==> src/pea_pkg.sv <==
package pea_pkg;

   localparam logic [2:0] ST_OK      = 3'd0;
   localparam logic [2:0] ST_INVALID = 3'd1;
   localparam logic [2:0] ST_NOMEM   = 3'd2;
   localparam logic [2:0] ST_BADF    = 3'd3;
   localparam logic [2:0] ST_NOSYS   = 3'd4;
   localparam logic [2:0] ST_EXIST   = 3'd5;
   localparam logic [2:0] ST_FULL    = 3'd6;

   localparam int FL_SHARED    = 0;
   localparam int FL_PRIVATE   = 1;
   localparam int FL_FIXED     = 4;
   localparam int FL_ANON      = 5;
   localparam int FL_NOREPLACE = 20;

   localparam logic OP_MAP   = 1'b0;
   localparam logic OP_UNMAP = 1'b1;

   // Request facts settled before the table is touched.
   typedef struct packed {
      logic       done;
      logic [2:0] status;
      logic       is_map;
      logic       fixed;
   } decode_type;

endpackage

==> src/page_extent_allocator.sv <==
// Channel | Ports                                  | Direction
// req     | req_valid/req_ready + six fields       | in
// rsp     | rsp_valid/rsp_ready, status, address   | out
// csr     | csr_write_enable, csr_write_data       | in
// One request is worked at a time. A request that fails its checks, a fixed
// map or an unmap of address zero goes through idle, check and reply states. A
// table walk passes the read and evaluate states for each entry read (one memory
// read port), and a shift for insert or drop passes its read and write states
// for each entry moved; walk and shift together cover the table once.
// Reset clears the count, the bump mark, the base address and control; the table
// holds junk until written. A stalled response holds the block in its reply state.
module page_extent_allocator #(
   parameter int ARENA_PAGES = 16384,
   parameter int MAX_EXTENTS = 64,
   parameter int PAGE_BITS   = 12
) (
   input  logic        clock,
   input  logic        reset,
   input  logic        req_valid,
   output logic        req_ready,
   input  logic        req_operation,
   input  logic [63:0] req_address,
   input  logic [63:0] req_length_bytes,
   input  logic [31:0] req_map_flags,
   input  logic signed [31:0] req_file_handle,
   input  logic signed [63:0] req_file_offset,
   output logic        rsp_valid,
   input  logic        rsp_ready,
   output logic [2:0]  rsp_status,
   output logic [63:0] rsp_mapped_address,
   input  logic        csr_write_enable,
   input  logic [63:0] csr_write_data
);
   localparam int PW = $clog2(ARENA_PAGES + 1);
   localparam int IW = $clog2(MAX_EXTENTS);
   localparam int CW = $clog2(MAX_EXTENTS + 1);
   localparam int EW = 2 * PW;
   localparam logic [63:0] PG_MASK = (64'd1 << PAGE_BITS) - 64'd1;
   localparam logic [63:0] ARENA_BYTES = 64'(ARENA_PAGES) << PAGE_BITS;
   localparam logic [63:0] ARENA_P = 64'(ARENA_PAGES);
   localparam logic [CW-1:0] MAXC = CW'(MAX_EXTENTS);

   localparam logic [3:0] S_IDLE = 4'd0, S_CHECK = 4'd1, S_RD = 4'd2,
      S_EVAL = 4'd3, S_SHRD = 4'd4, S_SHWR = 4'd5, S_PREV = 4'd6,
      S_PEVAL = 4'd7, S_RESP = 4'd8, S_NXRD = 4'd9, S_NXEV = 4'd10;

   logic [EW-1:0] mem [MAX_EXTENTS];
   logic [EW-1:0] rdata_ff;
   logic [IW-1:0] raddr;
   logic          wen;
   logic [IW-1:0] waddr;
   logic [EW-1:0] wdata;

   logic [3:0]    state_ff, state_in;
   logic [63:0]   base_ff;
   logic [CW-1:0] count_ff, count_in;
   logic [PW-1:0] bump_ff, bump_in;
   logic [CW-1:0] idx_ff, idx_in;
   logic          op_ff;
   logic [63:0]   addr_ff, len_ff, off_ff;
   logic [31:0]   flags_ff;
   logic          fdneg_ff;
   logic [2:0]    st_ff, st_in;
   logic [63:0]   out_ff, out_in;
   logic [PW-1:0] s_ff, s_in, n_ff, n_in;
   logic          shup_ff, shup_in;   // 1 shift up for insert, 0 down for drop
   logic [CW-1:0] stop_ff, stop_in;
   logic [PW-1:0] plen_ff, plen_in;   // previous extent length kept for joins with it
   logic          jn_ff, jn_in;

   always_ff @(posedge clock) begin
      if (wen) mem[waddr] <= wdata;
      rdata_ff <= mem[raddr];
   end

   pea_pkg::decode_type dec;
   logic [63:0] base_al, pages64, rel64;
   always_comb begin
      logic [63:0] kind;
      base_al = base_ff & ~PG_MASK;
      pages64 = (len_ff + PG_MASK) >> PAGE_BITS;
      dec = '0;
      dec.is_map = (op_ff == pea_pkg::OP_MAP);
      kind = {62'd0, flags_ff[pea_pkg::FL_PRIVATE], flags_ff[pea_pkg::FL_SHARED]};
      dec.fixed = flags_ff[pea_pkg::FL_FIXED] | flags_ff[pea_pkg::FL_NOREPLACE];
      rel64 = addr_ff - base_al;
      dec.status = pea_pkg::ST_OK;
      if (dec.is_map) begin
         dec.done = 1'b1;
         if (len_ff == 64'd0) dec.status = pea_pkg::ST_INVALID;
         else if (len_ff >= 64'h7FFF_FFFF_FFFF_FFFF) dec.status = pea_pkg::ST_NOMEM;
         else if (off_ff[63] || (off_ff & PG_MASK) != 64'd0)
            dec.status = pea_pkg::ST_INVALID;
         else if (kind != 64'd1 && kind != 64'd2) dec.status = pea_pkg::ST_INVALID;
         else if (!flags_ff[pea_pkg::FL_ANON])
            dec.status = fdneg_ff ? pea_pkg::ST_BADF : pea_pkg::ST_NOSYS;
         else if (pages64 > ARENA_P) dec.status = pea_pkg::ST_NOMEM;
         else if (dec.fixed) begin
            if ((addr_ff & PG_MASK) != 64'd0) dec.status = pea_pkg::ST_INVALID;
            else if (rel64 > ARENA_BYTES - (pages64 << PAGE_BITS))
               dec.status = pea_pkg::ST_NOMEM;
            else if (flags_ff[pea_pkg::FL_NOREPLACE] &&
                     (rel64 >> PAGE_BITS) < 64'(bump_ff))
               dec.status = pea_pkg::ST_EXIST;
         end else dec.done = 1'b0;
      end else begin
         dec.done = 1'b1;
         if (addr_ff == 64'd0) dec.status = pea_pkg::ST_OK;
         else if (len_ff == 64'd0 || len_ff > ~PG_MASK) dec.status = pea_pkg::ST_INVALID;
         else if (addr_ff < base_al) dec.status = pea_pkg::ST_INVALID;
         else if (rel64 > ARENA_BYTES) dec.status = pea_pkg::ST_INVALID;
         else if ((pages64 << PAGE_BITS) > ARENA_BYTES - rel64)
            dec.status = pea_pkg::ST_INVALID;
         else if ((addr_ff & PG_MASK) != 64'd0) dec.status = pea_pkg::ST_INVALID;
         else dec.done = 1'b0;
      end
   end

   logic [PW-1:0] e_s, e_n;
   assign e_s = rdata_ff[EW-1:PW];
   assign e_n = rdata_ff[PW-1:0];

   always_comb begin
      state_in = state_ff; count_in = count_ff; bump_in = bump_ff;
      idx_in = idx_ff; st_in = st_ff; out_in = out_ff; s_in = s_ff; n_in = n_ff;
      shup_in = shup_ff; stop_in = stop_ff; plen_in = plen_ff; jn_in = jn_ff;
      raddr = idx_ff[IW-1:0]; wen = 1'b0; waddr = idx_ff[IW-1:0]; wdata = '0;
      unique case (state_ff)
         S_IDLE: if (req_valid) state_in = S_CHECK;
         S_CHECK: begin
            s_in = PW'(rel64 >> PAGE_BITS);
            n_in = PW'(pages64);
            idx_in = '0; out_in = 64'd0;
            if (dec.done) begin
               st_in = dec.status;
               if (dec.is_map && dec.fixed && dec.status == pea_pkg::ST_OK) begin
                  out_in = addr_ff;
                  if ((64'(PW'(rel64 >> PAGE_BITS)) + pages64) > 64'(bump_ff))
                     bump_in = PW'(64'(PW'(rel64 >> PAGE_BITS)) + pages64);
               end
               state_in = S_RESP;
            end else begin
               st_in = pea_pkg::ST_OK;
               state_in = S_RD;
            end
         end
         S_RD: begin
            if (idx_ff >= count_ff) begin
               if (op_ff == pea_pkg::OP_MAP) begin
                  if (64'(bump_ff) > ARENA_P - 64'(n_ff)) st_in = pea_pkg::ST_NOMEM;
                  else begin
                     out_in = base_al + (64'(bump_ff) << PAGE_BITS);
                     bump_in = bump_ff + n_ff;
                  end
                  state_in = S_RESP;
               end else state_in = S_PREV;
            end else state_in = S_EVAL;
         end
         S_EVAL: begin
            if (op_ff == pea_pkg::OP_MAP) begin
               if (e_n >= n_ff) begin
                  out_in = base_al + (64'(e_s) << PAGE_BITS);
                  if (e_n > n_ff) begin
                     wen = 1'b1; wdata = {e_s + n_ff, e_n - n_ff};
                     state_in = S_RESP;
                  end else begin
                     shup_in = 1'b0; stop_in = count_ff - CW'(1);
                     count_in = count_ff - CW'(1);
                     state_in = S_SHRD;
                  end
               end else begin
                  idx_in = idx_ff + CW'(1); state_in = S_RD;
               end
            end else begin
               if (e_s < s_ff) begin
                  idx_in = idx_ff + CW'(1); state_in = S_RD;
               end else state_in = S_PREV;
            end
         end
         S_PREV: begin
            jn_in = 1'b0;
            if (idx_ff != '0) begin
               raddr = IW'(idx_ff - CW'(1)); state_in = S_PEVAL;
            end else state_in = S_NXRD;
         end
         S_PEVAL: begin
            jn_in = (e_s + e_n == s_ff);
            plen_in = e_n;
            state_in = S_NXRD;
         end
         S_NXRD: state_in = S_NXEV;
         S_NXEV: begin
            if (idx_ff < count_ff && s_ff + n_ff == e_s) begin
               if (jn_ff) begin
                  wen = 1'b1; waddr = IW'(idx_ff - CW'(1));
                  wdata = {s_ff - plen_ff, plen_ff + n_ff + e_n};
                  shup_in = 1'b0; stop_in = count_ff - CW'(1);
                  count_in = count_ff - CW'(1);
                  state_in = S_SHRD;
               end else begin
                  wen = 1'b1; wdata = {s_ff, e_n + n_ff}; state_in = S_RESP;
               end
            end else if (jn_ff) begin
               wen = 1'b1; waddr = IW'(idx_ff - CW'(1));
               wdata = {s_ff - plen_ff, plen_ff + n_ff}; state_in = S_RESP;
            end else if (count_ff >= MAXC) begin
               st_in = pea_pkg::ST_FULL; state_in = S_RESP;
            end else begin
               shup_in = 1'b1; stop_in = idx_ff; idx_in = count_ff;
               count_in = count_ff + CW'(1);
               state_in = S_SHRD;
            end
         end
         S_SHRD: begin
            if (shup_ff) begin
               if (idx_ff == stop_ff) begin
                  wen = 1'b1; wdata = {s_ff, n_ff}; state_in = S_RESP;
               end else begin
                  raddr = IW'(idx_ff - CW'(1)); state_in = S_SHWR;
               end
            end else begin
               if (idx_ff >= stop_ff) state_in = S_RESP;
               else begin
                  raddr = IW'(idx_ff + CW'(1)); state_in = S_SHWR;
               end
            end
         end
         S_SHWR: begin
            wen = 1'b1; wdata = rdata_ff;
            idx_in = shup_ff ? idx_ff - CW'(1) : idx_ff + CW'(1);
            state_in = S_SHRD;
         end
         S_RESP: if (rsp_ready) state_in = S_IDLE;
         default: state_in = S_IDLE;
      endcase
   end

   always_ff @(posedge clock) begin
      if (reset) begin
         state_ff <= S_IDLE; count_ff <= '0; bump_ff <= '0; base_ff <= 64'd0;
      end else begin
         state_ff <= state_in; count_ff <= count_in; bump_ff <= bump_in;
         if (csr_write_enable) base_ff <= csr_write_data;
      end
   end

   always_ff @(posedge clock) begin
      idx_ff <= idx_in; st_ff <= st_in; out_ff <= out_in; s_ff <= s_in;
      n_ff <= n_in; shup_ff <= shup_in; stop_ff <= stop_in; plen_ff <= plen_in;
      jn_ff <= jn_in;
      if (req_valid && req_ready) begin
         op_ff <= req_operation; addr_ff <= req_address; len_ff <= req_length_bytes;
         flags_ff <= req_map_flags; fdneg_ff <= req_file_handle[31];
         off_ff <= req_file_offset;
      end
   end

   assign req_ready = (state_ff == S_IDLE);
   assign rsp_valid = (state_ff == S_RESP);
   assign rsp_status = st_ff;
   assign rsp_mapped_address = (st_ff == pea_pkg::ST_OK) ? out_ff : 64'd0;

`ifndef SYNTHESIS
   a_count: assert property (@(posedge clock) disable iff (reset)
      count_ff <= MAXC) else $error("extent count past table size");
   a_bump: assert property (@(posedge clock) disable iff (reset)
      64'(bump_ff) <= ARENA_P) else $error("bump mark past arena");
   a_hold: assert property (@(posedge clock) disable iff (reset)
      rsp_valid && !rsp_ready |=> rsp_valid && $stable(rsp_status))
      else $error("response dropped while stalled");
`endif
endmodule
==> config.mk <==
export PLATFORM = sky130hd
export DESIGN_NAME = page_extent_allocator
export DESIGN_NICKNAME = d
export VERILOG_FILES = /design/src/pea_pkg.sv /design/src/page_extent_allocator.sv
export SDC_FILE = /design/constraint.sdc
export NUM_CORES = 2
export LEC_CHECK = 0
export BUFFER_PORTS_ARGS = -buffer_cell sky130_fd_sc_hd__clkbuf_2
export CORE_UTILIZATION = 55
export DETAILED_ROUTE_END_ITERATION = 8
export PLACE_DENSITY = 0.72
export SYNTH_ARGS = -nofsm -noshare
export SYNTH_HDL_FRONTEND = slang
export SYNTH_SLANG_ARGS = --single-unit
==> constraint.sdc <==
create_clock -name clock -period 10.3 [get_ports clock]
set_input_delay 1.545 -clock clock [delete_from_list [all_inputs] [get_ports clock]]
set_output_delay 1.545 -clock clock [all_outputs]
set_load 0.005 [all_outputs]
==> flow_metrics.tcl <==
set metrics [dict create \
    startpoint_type "flop" \
    layout_worst_path_cycle_share 0.873 \
    grtUsageMet2 0.543 \
    grtUsageMet1 0.428 \
    clock_tree.htree_level_count 4 \
    drc 0 \
    drive_above_1_share 0.0977 \
    grt_max_degree 210 \
    post-cts-setup-buffer-count 0 \
    worst_supply_voltage_drop_on_vdd_mv 0.317 \
    port_buffers 273 \
    cts-buffers-inserted 229 \
    global_route.peak_usage_layer "met2" \
    post_cts_resize_count 0 \
    required_ns 11.05 \
    synth.area.top_cells "edfxtp_1 59%, nand2_1 9.2%, ha_1 4.2%" \
    synth_area_mm2 0.112 \
    clock_sinks 2304 \
    areaGrowthSynthToFinish_pct 11.5 \
    yosysTopAreaCellShare 0.590 \
    hold_class "reg2reg" \
    number_of_top_level_pins 395 \
    die_width_um 453 \
    layout.cells.most_common "nand2_1" \
    fin_hold_ws_ns 0.528 \
    floorplan.rows 165 \
    cts_buffer_depth 3 \
    power.density_mw_per_mm2 270 \
    syn_avg_cell_area_um2 11.1 \
    cp_slowest_stage_delay_ns 0.77 \
    grt_first_pass_wirelength_um 508000 \
    floorplan.initialDensity 0.553 \
    critPathMaxFanout 7 \
    detailedRoute.firstPassIterationCount 9 \
    holdBufCountCts 0 \
    p_leak_nw 45.4 \
    highest_delay_cell_along_the_critical_path "a2111oi_0" \
    count_of_flip_flops_with_a_built_in_enable_after_synthesis 2196 \
    grt_setup_unrepaired "no" \
    grt_antenna_before_repair 31 \
    drt.antenna.violating_nets 1 \
    layout.core_utilization 0.617 \
    finalClockSkew_ns 0.103 \
    timing.reg2reg.setup_slack_ns 1.31 \
    whs_endpoint "base_ff[36]" \
    gr-usage-all-layers 0.336 \
    synth.lib_cells_used.distinct 103 \
    grt_remaining_overflow 0 \
    routabilityCongestion 0.974 \
    dp_hpwl_um 221000 \
    flip_flop_and_latch_area_mm2 0.0681 \
    finalHoldViolations 0 \
    worst-slew-pin-transition_ns 1.53 \
    die_height_um 453 \
    core_area_mm2 0.202 \
    synth.ff_latch_count 2304 \
    grt_pass1_vias 78400 \
    num-nets-final 11000 \
    synthesis.instances 10100 \
    clk-insertion-delay-late_ns 0.94 \
    synth_top_cell_by_area "edfxtp_1" \
    post_drt_via_cell_ratio 6.28 \
    slew_viol_final 3 \
    fillers 15700 \
    leading_register_cell_type_out_of_synthesis "edfxtp_1" \
    failed_checks "antenna violations, max-capacitance violations, max-slew violations" \
    detailroute.via_count 82800 \
    synth_seq_area_share 0.609 \
    die_area_mm2 0.205 \
    async_reset_ff_frac 0 \
    drt_wl_total_um 351000 \
    cts.reportedPaths.clkPinSlew_ns 0.06 \
    cp.arrival_ns 9.74 \
    relSlewSlack -0.0292 \
    setup_viol_count_final 0 \
    timing.final.crit_period_ns 8.99 \
    tns_ns 0 \
    worst_setup_path_end_kind "flop" \
    multi_input_area_mm2 0.0414 \
    r2r_cells 28 \
    holdCritStartpoint "base_ff[36]" \
    outcome "finished with violations" \
    root_buffer "clkbuf_16" \
    grtUsageMet3 0.0571 \
    crit_type "reg2reg" \
    worst_hold_path.num_cells 2 \
    clock_tree_from_tritoncts "built" \
    drt-initial-drc-count 10000 \
    fmaxAchievable_ghz 0.111 \
    layout_common_cells "2739 x nand2_1, 2196 x edfxtp_1, 603 x nand3_1, 501 x o211ai_1, 376 x ha_1" \
    wl_per_cell_um 26.7 \
    synthesis.yosys.warnings 0 \
    worst_r2r_endpoint "state_ff[3]" \
    max-cap-violations 1 \
    r2r_start "addr_ff[12]" \
]
==> kinds of logic (layout without fill, tap and decap cells) <==
logic type	count (synthesis)	in the layout	synth area share
AOI/OAI and AO/OA	1651	1651	0.104
xor gates and xnor gates	371	371	0.0291
adders and majority gates	388	388	0.0441
buffers and inverters	818	1184	0.0280
DFF	2304	2304	0.609
muxes	111	111	0.0104
other	1	35	0.0000335
and+or+nand+nor	4459	4459	0.176
==> sequential cells by signal (all words and copies together), names as in the netlist <==
signal,cells
mem,1920
addr_ff,64
len_ff,64
out_ff,64
base_ff,52
rdata_ff,30
bump_ff,15
n_ff,15
plen_ff,15
s_ff,15
off_ff,13
count_ff,7
idx_ff,7
stop_ff,7
flags_ff,5
state_ff,4
rsp_status,3
fdneg_ff,1
jn_ff,1
op_ff,1
shup_ff,1
==> power breakdown <==
group / internal (mW) / switching, mW / total (mW)
logic: 4.48 / 9.44 / 13.9
registers: 10.9 / 0.556 / 11.4
clock network: 4.70 / 3.69 / 8.39
total: 20.0 / 13.7 / 33.7
==> worst max-delay path: cells and delay by family (launching register included) <==
| family | cells | cell delay (ns) |
|---|---|---|
| AO/OA/AOI/OAI | 10 | 3.69 |
| XOR/XNOR | 1 | 0.15 |
| flip-flops | 1 | 0.42 |
| adder cells (fa/ha/maj) | 3 | 0.96 |
| AND/OR/NAND/NOR | 11 | 3.20 |
| buffers and inverters | 3 | 0.46 |
==> synth_stat cells (108+ instances only) <==
master and n:
nand2_1 2745, edfxtp_1 2196, nand3_1 603, o211ai_1 501
clkbuf_1 486, ha_1 376, nor2_1 310, xnor2_1 271
inv_1 264, a21oi_1 252, o21ai_0 234, nor3_1 179
a21o_1 134, a41oi_1 127, dfxtp_1 108, nand4_1 108
==> area by class of cell <==
type / instances / share of cell area
diodes: 23 / 0.000462
well taps: 2672 / 0.0268
repair buffers: 485 / 0.0253
clock buffers: 280 / 0.0477
multi-input cells: 6992 / 0.332
inverters: 269 / 0.00810
clock inverters: 150 / 0.0133
flip-flops and latches: 2304 / 0.546
==> how the worst max path moves through the flow <==
stage	startpoint	to	slack (ns)	cells after the start
floorplan	n_ff[1]	out_ff[0]	2.50	16
global placement	addr_ff[12]	state_ff[3]	1.62	25
detailed placement	addr_ff[12]	state_ff[3]	1.54	25
CTS	addr_ff[12]	state_ff[3]	1.50	25
global route	addr_ff[12]	state_ff[1]	0.76	28
finish	addr_ff[12]	state_ff[3]	1.31	28
==> layer usage <==
layer,vias to the layer above,part of all wire
li1,37400,-
met1,40300,0.38
met2,4164,0.47
met3,918,0.090
met4,20,0.066
met5,-,0.00037
==> through the flow <==
stage | total power, mW | worst slack, ns | cells | cell area, um2
2_1_floorplan | 20.9 | 2.50 | 10100 | 112000
3_3_place_gp | 24.9 | 1.62 | 12700 | 117000
3_5_place_dp | 25.2 | 1.54 | 12700 | 117000
4_1_cts | 33.6 | 1.50 | 13200 | 125000
5_1_grt | 35.4 | 0.758 | 13200 | 125000
6_report | 33.7 | 1.31 | 13200 | 125000
No activity file was read; power rests on OpenSTA's default activity.
